## src/sv/stepper_phase_sequencer_homing_defines.svh

```systemverilog
// ----------------------------------------------------------------------------
// Assertion macros for the stepper phase sequencer with homing
// Shared forms for concurrent checks, clocked on i_clk and held off in reset.
// ----------------------------------------------------------------------------
`ifndef STEPPER_PHASE_SEQUENCER_HOMING_DEFINES_SVH
`define STEPPER_PHASE_SEQUENCER_HOMING_DEFINES_SVH

// The consequent must hold in the same cycle as the antecedent.
`define SPH_ASSERT_SAME(label, ante, cons, msg) \
    label: assert property (@(posedge i_clk) disable iff (!i_rst_n) \
        (ante) |-> (cons)) else $error(msg);

// The consequent must hold in the cycle after the antecedent.
`define SPH_ASSERT_NEXT(label, ante, cons, msg) \
    label: assert property (@(posedge i_clk) disable iff (!i_rst_n) \
        (ante) |=> (cons)) else $error(msg);

`endif

```

## src/sv/sph_pkg.sv

```systemverilog
// ----------------------------------------------------------------------------
// Stepper phase sequencer package
// Widths, codes, register indexes and types shared by the sequencer files.
// ----------------------------------------------------------------------------
`timescale 1ns / 1ps
`default_nettype none

package sph_pkg;

    // Counter width and number of phases in the drive sequence.
    localparam int COUNT_WIDTH = 16;
    localparam int PHASES      = 8;
    localparam int PHASE_W     = (PHASES > 1) ? $clog2(PHASES) : 1;

    // Field and register widths.
    localparam int CMD_W      = 2;
    localparam int STEP_W     = 16;
    localparam int LEVEL_W    = 10;
    localparam int COIL_W     = 4;
    localparam int CFG_IDX_W  = 3;
    localparam int CFG_DATA_W = 32;

    typedef logic [COUNT_WIDTH-1:0] t_count;
    typedef logic [PHASE_W-1:0]     t_phase;

    // Command codes carried by an input transaction.
    typedef enum logic [CMD_W-1:0] {
        CMD_TICK = 2'd0,
        CMD_MOVE = 2'd1,
        CMD_HOME = 2'd2
    } t_cmd;

    // Sequencer modes.
    typedef enum logic [2:0] {
        MODE_IDLE         = 3'd0,
        MODE_MOVE         = 3'd1,
        MODE_BACKOFF      = 3'd2,
        MODE_SEARCH_START = 3'd3,
        MODE_SEARCH_CHECK = 3'd4,
        MODE_OFFSET       = 3'd5
    } t_mode;

    // Configuration register indexes.
    localparam logic [CFG_IDX_W-1:0] CFG_STEP_DELAY   = 3'd0;
    localparam logic [CFG_IDX_W-1:0] CFG_SENSOR_ANLG  = 3'd1;
    localparam logic [CFG_IDX_W-1:0] CFG_SENSOR_THR   = 3'd2;
    localparam logic [CFG_IDX_W-1:0] CFG_PHASE_TABLE  = 3'd3;
    localparam logic [CFG_IDX_W-1:0] CFG_HOME_TRIES   = 3'd4;
    localparam logic [CFG_IDX_W-1:0] CFG_BACKOFF      = 3'd5;
    localparam logic [CFG_IDX_W-1:0] CFG_HOME_OFFSET  = 3'd6;

    // Register reset values.
    localparam logic [15:0]           RST_STEP_DELAY  = 16'd5;
    localparam logic [LEVEL_W-1:0]    RST_SENSOR_THR  = 10'd300;
    localparam logic [CFG_DATA_W-1:0] RST_PHASE_TABLE = 32'd2563007025;
    localparam logic [15:0]           RST_HOME_TRIES  = 16'd10000;
    localparam logic [15:0]           RST_BACKOFF     = 16'd100;
    localparam logic [15:0]           RST_HOME_OFFSET = 16'd90;

endpackage

`default_nettype wire

```

## src/sv/sph_in_if.sv

```systemverilog
// ----------------------------------------------------------------------------
// Sequencer input channel
// Valid/ready channel carrying one tick or command transaction.
// ----------------------------------------------------------------------------
`timescale 1ns / 1ps
`default_nettype none

interface sph_in_if;
    logic                          valid;
    logic                          ready;
    logic [sph_pkg::CMD_W-1:0]     command;
    logic [sph_pkg::STEP_W-1:0]    step_count;
    logic                          direction_fwd;
    logic [sph_pkg::LEVEL_W-1:0]   sensor_level;

    modport source (
        output valid, command, step_count, direction_fwd, sensor_level,
        input  ready
    );
    modport sink (
        input  valid, command, step_count, direction_fwd, sensor_level,
        output ready
    );
endinterface

`default_nettype wire

```

## src/sv/sph_out_if.sv

```systemverilog
// ----------------------------------------------------------------------------
// Sequencer result channel
// Valid/ready channel carrying coil pattern and status for each transaction.
// ----------------------------------------------------------------------------
`timescale 1ns / 1ps
`default_nettype none

interface sph_out_if;
    logic                         valid;
    logic                         ready;
    logic [sph_pkg::COIL_W-1:0]   coil_drive;
    logic                         busy_res;
    logic                         home_done;
    logic                         home_ok;

    modport source (
        output valid, coil_drive, busy_res, home_done, home_ok,
        input  ready
    );
    modport sink (
        input  valid, coil_drive, busy_res, home_done, home_ok,
        output ready
    );
endinterface

`default_nettype wire

```

## src/sv/stepper_phase_sequencer_homing.sv

```systemverilog
// ----------------------------------------------------------------------------
// Stepper phase sequencer with homing
// Steps a four-coil motor through a phase table for move and home commands,
// one input transaction per tick, one result transaction per input.
// ----------------------------------------------------------------------------
//  Channel   | Direction | Handshake     | Contents
//  ----------+-----------+---------------+-----------------------------------
//  i_in      | in        | valid/ready   | command, step count, dir, sensor
//  o_out     | out       | valid/ready   | coil pattern, busy, done, ok
//  i_cfg_*   | in        | write enable  | register index and data
//
//  One transaction per clock unless o_out stalls: the state update and the
//  result are produced by a single pass of logic in the accepting cycle;
//  the result appears on o_out in the next cycle from the output register.
//  Input is accepted whenever the output register is empty or being drained,
//  so a stalled sink holds one result and then stops the input.
//  Reset is synchronous and active low; it clears the sequencer to idle and
//  loads the register defaults.
// ----------------------------------------------------------------------------
`timescale 1ns / 1ps
`default_nettype none
`include "stepper_phase_sequencer_homing_defines.svh"

module stepper_phase_sequencer_homing (
    input  wire logic                              i_clk,
    input  wire logic                              i_rst_n,
    sph_in_if.sink                                 i_in,
    sph_out_if.source                              o_out,
    input  wire logic                              i_cfg_we,
    input  wire logic [sph_pkg::CFG_IDX_W-1:0]     i_cfg_idx,
    input  wire logic [sph_pkg::CFG_DATA_W-1:0]    i_cfg_data
);

    // Configuration registers.
    logic [15:0]                        r_step_delay;
    logic                               r_sensor_analog;
    logic [sph_pkg::LEVEL_W-1:0]        r_sensor_thr;
    logic [sph_pkg::CFG_DATA_W-1:0]     r_phase_table;
    logic [15:0]                        r_home_tries;
    logic [15:0]                        r_backoff;
    logic [15:0]                        r_home_offset;

    // Sequencer state.
    sph_pkg::t_mode                     r_mode,  n_mode;
    sph_pkg::t_phase                    r_phase, n_phase;
    sph_pkg::t_count                    r_steps, n_steps;
    sph_pkg::t_count                    r_delay, n_delay;
    sph_pkg::t_count                    r_tries, n_tries;
    logic                               r_fwd,   n_fwd;

    // Result register.
    logic                               r_out_valid;
    logic [sph_pkg::COIL_W-1:0]         r_coil;
    logic                               r_busy;
    logic                               r_done;
    logic                               r_ok;

    logic                               accept;
    logic                               closed;
    logic                               do_step;
    logic                               step_fwd;
    logic                               done;
    logic                               ok;
    sph_pkg::t_count                    tries_dec;
    sph_pkg::t_phase                    phase_stepped;
    logic [4:0]                         coil_base;
    logic [sph_pkg::COIL_W-1:0]         coil_next;

    // Handshake: take a transaction when the result register can be refilled.
    assign i_in.ready = !r_out_valid || o_out.ready;
    assign accept     = i_in.valid && i_in.ready;

    // Configuration writes.
    always_ff @(posedge i_clk) begin
        if (!i_rst_n) begin
            r_step_delay    <= sph_pkg::RST_STEP_DELAY;
            r_sensor_analog <= 1'b0;
            r_sensor_thr    <= sph_pkg::RST_SENSOR_THR;
            r_phase_table   <= sph_pkg::RST_PHASE_TABLE;
            r_home_tries    <= sph_pkg::RST_HOME_TRIES;
            r_backoff       <= sph_pkg::RST_BACKOFF;
            r_home_offset   <= sph_pkg::RST_HOME_OFFSET;
        end else if (i_cfg_we) begin
            case (i_cfg_idx)
                sph_pkg::CFG_STEP_DELAY:  r_step_delay    <= i_cfg_data[15:0];
                sph_pkg::CFG_SENSOR_ANLG: r_sensor_analog <= i_cfg_data[0];
                sph_pkg::CFG_SENSOR_THR:  r_sensor_thr    <= i_cfg_data[sph_pkg::LEVEL_W-1:0];
                sph_pkg::CFG_PHASE_TABLE: r_phase_table   <= i_cfg_data;
                sph_pkg::CFG_HOME_TRIES:  r_home_tries    <= i_cfg_data[15:0];
                sph_pkg::CFG_BACKOFF:     r_backoff       <= i_cfg_data[15:0];
                sph_pkg::CFG_HOME_OFFSET: r_home_offset   <= i_cfg_data[15:0];
                default: ;
            endcase
        end
    end

    // Home sensor decision for the sample in this transaction.
    assign closed = r_sensor_analog ? (i_in.sensor_level > r_sensor_thr)
                                    : (i_in.sensor_level != '0);

    assign tries_dec = r_tries - sph_pkg::t_count'(1);

    // Phase index after one step in the requested direction, wrapping both ways.
    always_comb begin
        if (step_fwd) begin
            phase_stepped = (r_phase == sph_pkg::t_phase'(sph_pkg::PHASES - 1))
                          ? '0 : r_phase + sph_pkg::t_phase'(1);
        end else begin
            phase_stepped = (r_phase == '0)
                          ? sph_pkg::t_phase'(sph_pkg::PHASES - 1)
                          : r_phase - sph_pkg::t_phase'(1);
        end
    end

    // Next state and status for the accepted transaction.
    always_comb begin
        n_mode   = r_mode;
        n_phase  = r_phase;
        n_steps  = r_steps;
        n_delay  = r_delay;
        n_tries  = r_tries;
        n_fwd    = r_fwd;
        do_step  = 1'b0;
        step_fwd = 1'b1;
        done     = 1'b0;
        ok       = 1'b0;

        if (accept) begin
            if (r_mode == sph_pkg::MODE_IDLE) begin
                // Start commands only load the state; stepping begins next tick.
                case (sph_pkg::t_cmd'(i_in.command))
                    sph_pkg::CMD_MOVE: begin
                        n_mode  = sph_pkg::MODE_MOVE;
                        n_steps = sph_pkg::t_count'(i_in.step_count);
                        n_fwd   = i_in.direction_fwd;
                        n_delay = '0;
                    end
                    sph_pkg::CMD_HOME: begin
                        n_delay = '0;
                        if (closed) begin
                            n_mode  = sph_pkg::MODE_BACKOFF;
                            n_steps = sph_pkg::t_count'(r_backoff);
                        end else begin
                            n_mode  = sph_pkg::MODE_SEARCH_START;
                            n_tries = sph_pkg::t_count'(r_home_tries);
                        end
                    end
                    default: ;
                endcase
            end else if (r_delay != '0) begin
                // Inter-step wait.
                n_delay = r_delay - sph_pkg::t_count'(1);
            end else begin
                case (r_mode)
                    sph_pkg::MODE_MOVE, sph_pkg::MODE_BACKOFF, sph_pkg::MODE_OFFSET: begin
                        if (r_steps == '0) begin
                            if (r_mode == sph_pkg::MODE_BACKOFF) begin
                                n_mode  = sph_pkg::MODE_SEARCH_START;
                                n_tries = sph_pkg::t_count'(r_home_tries);
                            end else begin
                                if (r_mode == sph_pkg::MODE_OFFSET) begin
                                    done = 1'b1;
                                    ok   = 1'b1;
                                end
                                n_mode = sph_pkg::MODE_IDLE;
                            end
                        end else begin
                            do_step  = 1'b1;
                            step_fwd = (r_mode == sph_pkg::MODE_MOVE) ? r_fwd
                                     : (r_mode == sph_pkg::MODE_OFFSET);
                            n_steps  = r_steps - sph_pkg::t_count'(1);
                        end
                    end
                    sph_pkg::MODE_SEARCH_START: begin
                        if (r_tries == '0) begin
                            n_mode = sph_pkg::MODE_IDLE;
                            done   = 1'b1;
                        end else begin
                            do_step = 1'b1;
                            n_mode  = sph_pkg::MODE_SEARCH_CHECK;
                        end
                    end
                    sph_pkg::MODE_SEARCH_CHECK: begin
                        if (closed) begin
                            n_mode  = sph_pkg::MODE_OFFSET;
                            n_steps = sph_pkg::t_count'(r_home_offset);
                        end else begin
                            n_tries = tries_dec;
                            if (tries_dec == '0) begin
                                n_mode = sph_pkg::MODE_IDLE;
                                done   = 1'b1;
                            end else begin
                                do_step = 1'b1;
                            end
                        end
                    end
                    default: begin
                        n_mode = sph_pkg::MODE_IDLE;
                    end
                endcase
            end

            // A step advances the phase and restarts the wait.
            if (do_step) begin
                n_phase = phase_stepped;
                n_delay = sph_pkg::t_count'(r_step_delay);
            end
        end
    end

    // Coil pattern for the phase after this transaction.
    assign coil_base = 5'(n_phase) << 2;
    assign coil_next = r_phase_table[coil_base +: sph_pkg::COIL_W];

    // Sequencer state register.
    always_ff @(posedge i_clk) begin
        if (!i_rst_n) begin
            r_mode  <= sph_pkg::MODE_IDLE;
            r_phase <= '0;
            r_steps <= '0;
            r_delay <= '0;
            r_tries <= '0;
            r_fwd   <= 1'b1;
        end else begin
            r_mode  <= n_mode;
            r_phase <= n_phase;
            r_steps <= n_steps;
            r_delay <= n_delay;
            r_tries <= n_tries;
            r_fwd   <= n_fwd;
        end
    end

    // Result register: loaded on each accepted transaction, held while stalled.
    always_ff @(posedge i_clk) begin
        if (!i_rst_n) begin
            r_out_valid <= 1'b0;
        end else if (accept) begin
            r_out_valid <= 1'b1;
        end else if (o_out.ready) begin
            r_out_valid <= 1'b0;
        end
    end

    always_ff @(posedge i_clk) begin
        if (accept) begin
            r_coil <= coil_next;
            r_busy <= (n_mode != sph_pkg::MODE_IDLE);
            r_done <= done;
            r_ok   <= ok;
        end
    end

    assign o_out.valid      = r_out_valid;
    assign o_out.coil_drive = r_coil;
    assign o_out.busy_res   = r_busy;
    assign o_out.home_done  = r_done;
    assign o_out.home_ok    = r_ok;

    // Checks on the sequencer logic.
    `SPH_ASSERT_NEXT(a_start_leaves_idle,
        accept && r_mode == sph_pkg::MODE_IDLE &&
        (i_in.command == sph_pkg::CMD_MOVE || i_in.command == sph_pkg::CMD_HOME),
        r_mode != sph_pkg::MODE_IDLE, "start command did not leave idle")
    `SPH_ASSERT_NEXT(a_state_holds_without_transaction, !accept,
        $stable(r_mode) && $stable(r_phase) && $stable(r_delay) && $stable(r_steps),
        "sequencer state changed without an input transaction")
    `SPH_ASSERT_NEXT(a_phase_holds_during_wait,
        accept && r_mode != sph_pkg::MODE_IDLE && r_delay != '0,
        r_phase == $past(r_phase), "phase moved during the inter-step wait")
    `SPH_ASSERT_SAME(a_ok_only_when_done, o_out.valid && o_out.home_ok,
        o_out.home_done && !o_out.busy_res, "home success reported without completion")

endmodule

`default_nettype wire
```

## src/flat_wrapper.sv

```systemverilog
// flat-port wrapper written by rule: the top's interface ports become plain ports
module stepper_phase_sequencer_homing_flat 
  (i_clk, i_rst_n, i_cfg_we, i_cfg_idx, i_cfg_data, i_in_valid, i_in_command, i_in_step_count, i_in_direction_fwd, i_in_sensor_level, i_in_ready, o_out_valid, o_out_coil_drive, o_out_busy_res, o_out_home_done, o_out_home_ok, o_out_ready);
  sph_in_if i_in_i ();
  sph_out_if o_out_i ();
  input  wire logic i_clk;
  input  wire logic i_rst_n;
  input  wire logic i_cfg_we;
  input  wire logic [sph_pkg::CFG_IDX_W-1:0] i_cfg_idx;
  input  wire logic [sph_pkg::CFG_DATA_W-1:0] i_cfg_data;
  input wire logic [$bits(i_in_i.valid)-1:0] i_in_valid;
  input wire logic [$bits(i_in_i.command)-1:0] i_in_command;
  input wire logic [$bits(i_in_i.step_count)-1:0] i_in_step_count;
  input wire logic [$bits(i_in_i.direction_fwd)-1:0] i_in_direction_fwd;
  input wire logic [$bits(i_in_i.sensor_level)-1:0] i_in_sensor_level;
  output wire logic [$bits(i_in_i.ready)-1:0] i_in_ready;
  output wire logic [$bits(o_out_i.valid)-1:0] o_out_valid;
  output wire logic [$bits(o_out_i.coil_drive)-1:0] o_out_coil_drive;
  output wire logic [$bits(o_out_i.busy_res)-1:0] o_out_busy_res;
  output wire logic [$bits(o_out_i.home_done)-1:0] o_out_home_done;
  output wire logic [$bits(o_out_i.home_ok)-1:0] o_out_home_ok;
  input wire logic [$bits(o_out_i.ready)-1:0] o_out_ready;
  assign i_in_i.valid = i_in_valid;
  assign i_in_i.command = i_in_command;
  assign i_in_i.step_count = i_in_step_count;
  assign i_in_i.direction_fwd = i_in_direction_fwd;
  assign i_in_i.sensor_level = i_in_sensor_level;
  assign i_in_ready = i_in_i.ready;
  assign o_out_valid = o_out_i.valid;
  assign o_out_coil_drive = o_out_i.coil_drive;
  assign o_out_busy_res = o_out_i.busy_res;
  assign o_out_home_done = o_out_i.home_done;
  assign o_out_home_ok = o_out_i.home_ok;
  assign o_out_i.ready = o_out_ready;
  stepper_phase_sequencer_homing u_core (.i_clk(i_clk), .i_rst_n(i_rst_n), .i_in(i_in_i), .o_out(o_out_i), .i_cfg_we(i_cfg_we), .i_cfg_idx(i_cfg_idx), .i_cfg_data(i_cfg_data));
endmodule
```

## config.mk

```make
export PLATFORM = sky130hd
export DESIGN_NAME = stepper_phase_sequencer_homing_flat
export DESIGN_NICKNAME = d
export VERILOG_FILES = /design/src/sv/sph_pkg.sv /design/src/sv/sph_in_if.sv /design/src/sv/sph_out_if.sv /design/src/sv/stepper_phase_sequencer_homing.sv /design/src/flat_wrapper.sv
export VERILOG_INCLUDE_DIRS = /design/src /design/src/sv
export SDC_FILE = /design/constraint.sdc
export NUM_CORES = 1
export LEC_CHECK = 0
export BUFFER_PORTS_ARGS = -buffer_cell sky130_fd_sc_hd__buf_2
export CORE_MARGIN = 2
export CORE_UTILIZATION = 30
export DETAILED_ROUTE_END_ITERATION = 6
export HOLD_SLACK_MARGIN = 0.03
export PLACE_DENSITY = 0.43
export SLEW_MARGIN = 15
export SYNTH_ARGS = -nofsm -noshare
export SYNTH_HDL_FRONTEND = slang
export SYNTH_SLANG_ARGS = --single-unit
```

## constraint.sdc

```tcl
create_clock -name i_clk -period 5.7 [get_ports i_clk]
set_clock_uncertainty 0.15 [all_clocks]
set_input_delay 0.57 -clock i_clk [delete_from_list [all_inputs] [get_ports i_clk]]
set_output_delay 0.57 -clock i_clk [all_outputs]
set_load 0.02 [all_outputs]
```

== Yosys cells after proc, flatten, opt, wreduce, memory -nomap -nowiden ==
Cells that the tools add are included.
Operators by class
  order comparisons: 1
  bitwise gates (word level): 1
  shifts and indexed selects: 1
  mux-type cells: 59
  reductions and logical operators: 30
  $add $sub $neg: 5
  eq/ne operators: 25
Operators with widths (count)
  $mux W16: 16
  $pmux W16 S2: 3
  $logic_not A16 Y1: 3
  $sub A16 B1 Y16 const B: 3
  $mux W3: 12
  $shiftx A32 B6 Y4: 1
  $mux W1: 23
  $eq A3 B3 Y1 const B: 6
  $reduce_bool A16 Y1: 1
  $reduce_and A2 Y1: 7
  $eq A3 B2 Y1 const B: 4
  $gt A10 B10 Y1: 1
  $reduce_bool A10 Y1: 1
  $logic_not A3 Y1: 3
  $ne A3 B1 Y1 const B: 3
  $pmux W3 S3: 1
  $reduce_bool A3 Y1: 3
  $reduce_and A8 Y1: 1
  $reduce_and A7 Y1: 1
  $eq A3 B1 Y1 const B: 2
  $ne A2 B2 Y1 const B: 3
  $ne A3 B2 Y1 const B: 2
  $ne A3 B3 Y1 const B: 2
  $pmux W1 S3: 2
  other kinds (15): 18
Word-level totals
  output and inout port bits: 9
  word-level logic and storage cells: 140
  bits of input ports: 69
  flip-flop bits (word level): 170

== Logic depth before layout (Yosys ltp) ==
  depth after elaboration: 11
  depth in mapped cells: 15
  depth with buffers taken out: 12

== Least setup slack after synthesis ==
No wires, ideal clock.
  path kind: input -> register
  start point: input i_in_sensor_level[5]
  end point: register u_core.r_coil (netlist bit u_core.o_out.coil_drive[3]), data pin
  buffers on the path: 2
  path slack: 2.066 ns
  arrival time: 3.224 ns
  stages on the path: 13
  required time: 5.290 ns
  cells stage by stage: ha_1 -> a21oi_1 -> o21ai_0 -> a2111o_1 -> a21oi_1 -> nand2_1 -> o41ai_1 -> a21boi_2 -> buf_6 -> buf_12 -> mux2i_1 -> mux2i_1 -> mux2_2
On the way
  word-level cells in the longest chain between the ends: 10
  elaborated cells between the ends (all ways): 11
  those cells by class: order compare: 1; shift: 1; mux: 8; reduce/logical: 1
Ends and longest elaborated chain
  start, declared: line flat_wrapper.sv:15  | input wire logic [$bits(i_in_i.sensor_level)-1:0] i_in_sensor_level;
  $gt A10 B10 Y1 / $reduce_bool A10 Y1 (equally long branches): line stepper_phase_sequencer_homing.sv:98, stepper_phase_sequencer_homing.sv:99
  $mux W1 *: line stepper_phase_sequencer_homing.sv:98  | assign closed = r_sensor_analog ? (i_in.sensor_level > r_sensor_thr)
  $mux W1 *: line stepper_phase_sequencer_homing.sv:184  | if (closed) begin
  $pmux W1 S3 *: line stepper_phase_sequencer_homing.sv:154  | case (r_mode)
  $mux W1 *: line stepper_phase_sequencer_homing.sv:150  | end else if (r_delay != '0) begin
  $mux W1 *: line stepper_phase_sequencer_homing.sv:129  | if (r_mode == sph_pkg::MODE_IDLE) begin
  $mux W1 *: line stepper_phase_sequencer_homing.sv:128  | if (accept) begin
  $mux W3 *: line stepper_phase_sequencer_homing.sv:204  | if (do_step) begin
  $mux W3 *: line stepper_phase_sequencer_homing.sv:128
  $shiftx A32 B6 Y4 *: line stepper_phase_sequencer_homing.sv:213  | assign coil_next = r_phase_table[coil_base +: sph_pkg::COIL_W];
  net u_core.coil_next (one bit): line stepper_phase_sequencer_homing.sv:67  | logic [sph_pkg::COIL_W-1:0] coil_next;
  end signal, assigned: line stepper_phase_sequencer_homing.sv:247  | r_coil <= coil_next;
  end, declared: line stepper_phase_sequencer_homing.sv:53  | logic [sph_pkg::COIL_W-1:0] r_coil;
Mark *: on every way through the listed nets, which the timed path passes. The rest lies on a longest branch. The select of a mux whose other input is x is not followed.
A chain may end at the register's enable or synchronous reset.

== Worst setup path after layout ==
  start point: register u_core.r_tries[0]
  end point: register u_core.r_coil (netlist bit u_core.o_out.coil_drive[1]), data pin
On the way
  word-level cells in the longest chain between the ends: 11
  elaborated cells between the ends (all ways): 13
  those cells by class: add/sub: 1; shift: 1; mux: 9; reduce/logical: 2
Ends and longest elaborated chain
  start, declared: line stepper_phase_sequencer_homing.sv:48  | sph_pkg::t_count r_tries, n_tries;
  start signal, assigned: line stepper_phase_sequencer_homing.sv:229  | r_tries <= n_tries;
  $sub A16 B1 Y16: line stepper_phase_sequencer_homing.sv:101  | assign tries_dec = r_tries - sph_pkg::t_count'(1);
  $logic_not A16 Y1: line stepper_phase_sequencer_homing.sv:189  | if (tries_dec == '0) begin
  $mux W1: line stepper_phase_sequencer_homing.sv:189
  $mux W1: line stepper_phase_sequencer_homing.sv:184
  $pmux W1 S3 *: line stepper_phase_sequencer_homing.sv:154
  $mux W1 *: line stepper_phase_sequencer_homing.sv:150
  $mux W1 *: line stepper_phase_sequencer_homing.sv:129
  $mux W1 *: line stepper_phase_sequencer_homing.sv:128
  $mux W3 *: line stepper_phase_sequencer_homing.sv:204
  $mux W3 *: line stepper_phase_sequencer_homing.sv:128
  $shiftx A32 B6 Y4 *: line stepper_phase_sequencer_homing.sv:213
  net u_core.coil_next (one bit): line stepper_phase_sequencer_homing.sv:67
Marked as above.

==> metrics.md <==
| Metric | Value |
|---|---|
| Outcome | complete, no violations |
| Area leader, netlist | dfxtp_1 |
| Final nets | 1294 |
| Layout Utilization | 34.9% |
| Die outline width | 176 um |
| Pwr dens | 307 mW/mm2 |
| Least-Margin Pin Slew | 1.06 ns |
| EDFF count, synth | 7 |
| Post-synth ARST share | 0% |
| Largest net degree at the start of global routing | 66 |
| Setup violators final | 0 |
| Pre-antenna DRT Iters | 5 |
| Reg2reg end | u_core.o_out.coil_drive[1]$_DFFE_PP_ |
| Hold crit path type | in -> reg |
| Dpl cell area | 0.00953 mm2 |
| CTS root buf | clkbuf_16 |
| Final instance area | 0.0101 mm2 |
| P_leak | 4.00 nW |
| R2R depth | 11 |
| I/O Buffers | 77 |
| Post-Syn Instances | 1161 |
| Power, Total | 3.09 mW |
| CTS tree | built |
| Distinct cells, synth | 73 |
| Mean post-synth cell area | 7.62 um2 |
| Max Fclk | 234 MHz |
| Initial Util | 30.7% |
| Routed WL | 28.2 mm |
| Num CTS Buffers | 17 |
| Hold path start | i_cfg_data[31] |
| Overall Global Routing Usage | 18.8% |
| Setup TNS | 0 ns |
| Minimum clock period | 4.27 ns |
| #FFs+latches synth | 170 |
| Most used DFF post-synth | dfxtp_1 |
| Initial antenna violation count | 0 |
| Die area | 0.0309 mm2 |
| Layout fillers | 3117 |
| Final HPWL DP | 19.6 mm |
| Hold-fix buffers, CTS | 0 |
| Slew Limit Headroom | 29.1% |
| Drt drc | 0 |
| Hold Violations, Final | 0 |
| ANT cells | 0 |
| Post-cts sizing count | 0 |
| Setup Fix Bufs, Post-CTS | 0 |
| Wirelength per Cell | 17.6 um |
| Period utilization | 75.0% |
| Slew Viols, Final | 0 |
| Reg2reg setup slack | 1.43 ns |
| VDD IR max | 0.000136 V |
| Synth Cell Area | 0.00885 mm2 |
| Post-synth top cells | nand2_1, dfxtp_1, a21oi_1 |
| Hold Crit Endpoint | u_core.r_phase_table[31]$_SDFFE_PN1P_ |
| Most common cell in the netlist | nand2_1 |
| Worst skew pair latency | 0.44 ns |
| Critical Path Fanout Max | 24 |
| Syn Nets | 1250 |
| Antenna-violating nets left | 0 |
| Top cells by area, synth | dfxtp_1, nand2_1, a21oi_1 |
| RD Place Congestion | 0.798 |
| Gr ovfl total | 0 |
| Worst hold stages | 3 |
| RSZ-0062 raised after global routing | false |
| Vias in the first global route | 7782 |
| Critical R2R Launch | u_core.r_tries[0]$_SDFFE_PN0P_ |
| Clk buf depth | 2 |
| Critical Path Source | u_core.r_tries[0]$_SDFFE_PN0P_ |
| Initial drt markers | 553 |
| Area delta synth->final | 14.0% |
| First-pass GRT wire length | 45.3 mm |
| Via count | 8035 |
| Max-capacitance violation count | 0 |
| Crit. End Element | flop |
| Startpoint types | flop |
| Ys Warns | 0 |
| Share of cells above drive strength 1 | 13.1% |
| Critical Path AT | 4.31 ns |
| Clk sinks | 170 |
| Clock-pin slew on the worst setup and hold paths | 0.07 ns |
| H-tree depth | 4 |
| Ports | 78 |
| Synth top area share | 36.9% |
| Vias/cell | 5.02 |
| Cell row count | 62 |
| Core Region | 0.0289 mm2 |
| Seq/Total Area, Yosys | 39.3% |
| Die H | 176 um |
| Kind of critical path | reg -> reg |
| Required time of the worst setup path | 5.74 ns |
==> per-stage QoR <==
step	hold WS (ns)	instances	setup slack [ns]
6_report	0.186	1602	1.43
5_1_grt	0.185	1602	1.07
4_1_cts	0.166	1602	1.41
3_5_place_dp	0.296	1570	1.20
3_3_place_gp	0.292	1570	1.33
2_1_floorplan	0.283	1161	2.07
==> kinds of logic after synthesis <==
logic type / synth area share, %
DFF: 39.3
AOI/OAI and AO/OA: 19.6
buffers and inverters: 5.26
muxes: 5.49
xor gates and xnor gates: 0.990
and+or+nand+nor: 26.5
adders and majority gates: 2.83
==> state kept, by name (all words and copies together), names as in the netlist, 3 cells and up <==
| register | cells |
|---|---|
| u_core.r_home_offset | 16 |
| u_core.r_step_delay | 16 |
| u_core.r_home_tries | 16 |
| u_core.r_steps | 16 |
| u_core.r_mode | 3 |
| u_core.r_sensor_thr | 10 |
| u_core.r_backoff | 16 |
| u_core.r_phase_table | 32 |
| u_core.o_out.coil_drive | 4 |
| u_core.r_tries | 16 |
| u_core.r_phase | 3 |
| u_core.r_delay | 16 |
==> final cells by class <==
cell class / count / area (um2) / share of cell area [%]
Timing Repair Buffer: 95 / 520 / 5.16
Sequential cell: 170 / 3470 / 34.4
Clock buffer: 19 / 443 / 4.39
Inverter: 36 / 138 / 1.36
Tap cell: 384 / 480 / 4.76
Clock inverter: 13 / 115 / 1.14
Multi-Input combinational cell: 885 / 4910 / 48.7
==> power breakdown <==
| group | total [mW] | internal, mW | switching [mW] | leakage [nW] |
|---|---|---|---|---|
| clock network | 1.14 | 0.617 | 0.522 | 0.270 |
| registers | 1.30 | 1.25 | 0.0544 | 1.39 |
| logic | 0.650 | 0.231 | 0.420 | 2.34 |
==> layer usage <==
layer	global-route usage, %	share of wire (%)	wire (um)
met1	27.9	52	14600
met5	0	0	0
met2	28.7	44	12400
met3	2.90	3.4	971
met4	4.17	0.71	201
==> worst max-delay path: stages, from the launching register on <==
cell,delay (ns)
dfxtp_1,0.37
inv_1,0.08
ha_1,0.29
nor4b_4,0.45
nand4_1,0.21
or3_1,0.40
a31oi_2,0.28
nor4b_1,0.28
a211o_2,0.49
o21ai_1,0.48
mux2i_1,0.23
mux2_2,0.30
==> cell usage in the layout (no fill, tap or decap), drive strengths merged, types with 6 or more instances in the layout <==
cell	count
nand3	40
dfxtp	163
nand4	6
buf	95
o221a	7
nor2b	6
xor2	6
mux2i	44
a211oi	18
nor3	29
o21ai	49
nand2	276
nand2b	10
and3	7
inv	40
ha	20
nor2	104
or3	7
clkbuf	19
clkinv	6
o211ai	8
a31oi	9
edfxtp	7
a32oi	7
a21oi	142
nor4	6
==> worst max-delay path by stage <==
stage                                           end  cells after the start
4_1_cts        u_core.o_out.coil_drive[1]$_DFFE_PP_                     11
6_report       u_core.o_out.coil_drive[1]$_DFFE_PP_                     11
3_3_place_gp   u_core.o_out.coil_drive[0]$_DFFE_PP_                     12
2_1_floorplan  u_core.o_out.coil_drive[3]$_DFFE_PP_                     13
3_5_place_dp   u_core.o_out.coil_drive[1]$_DFFE_PP_                     12
5_1_grt        u_core.o_out.coil_drive[2]$_DFFE_PP_                     11
Note: power is estimated with default switching activity, not from simulation.
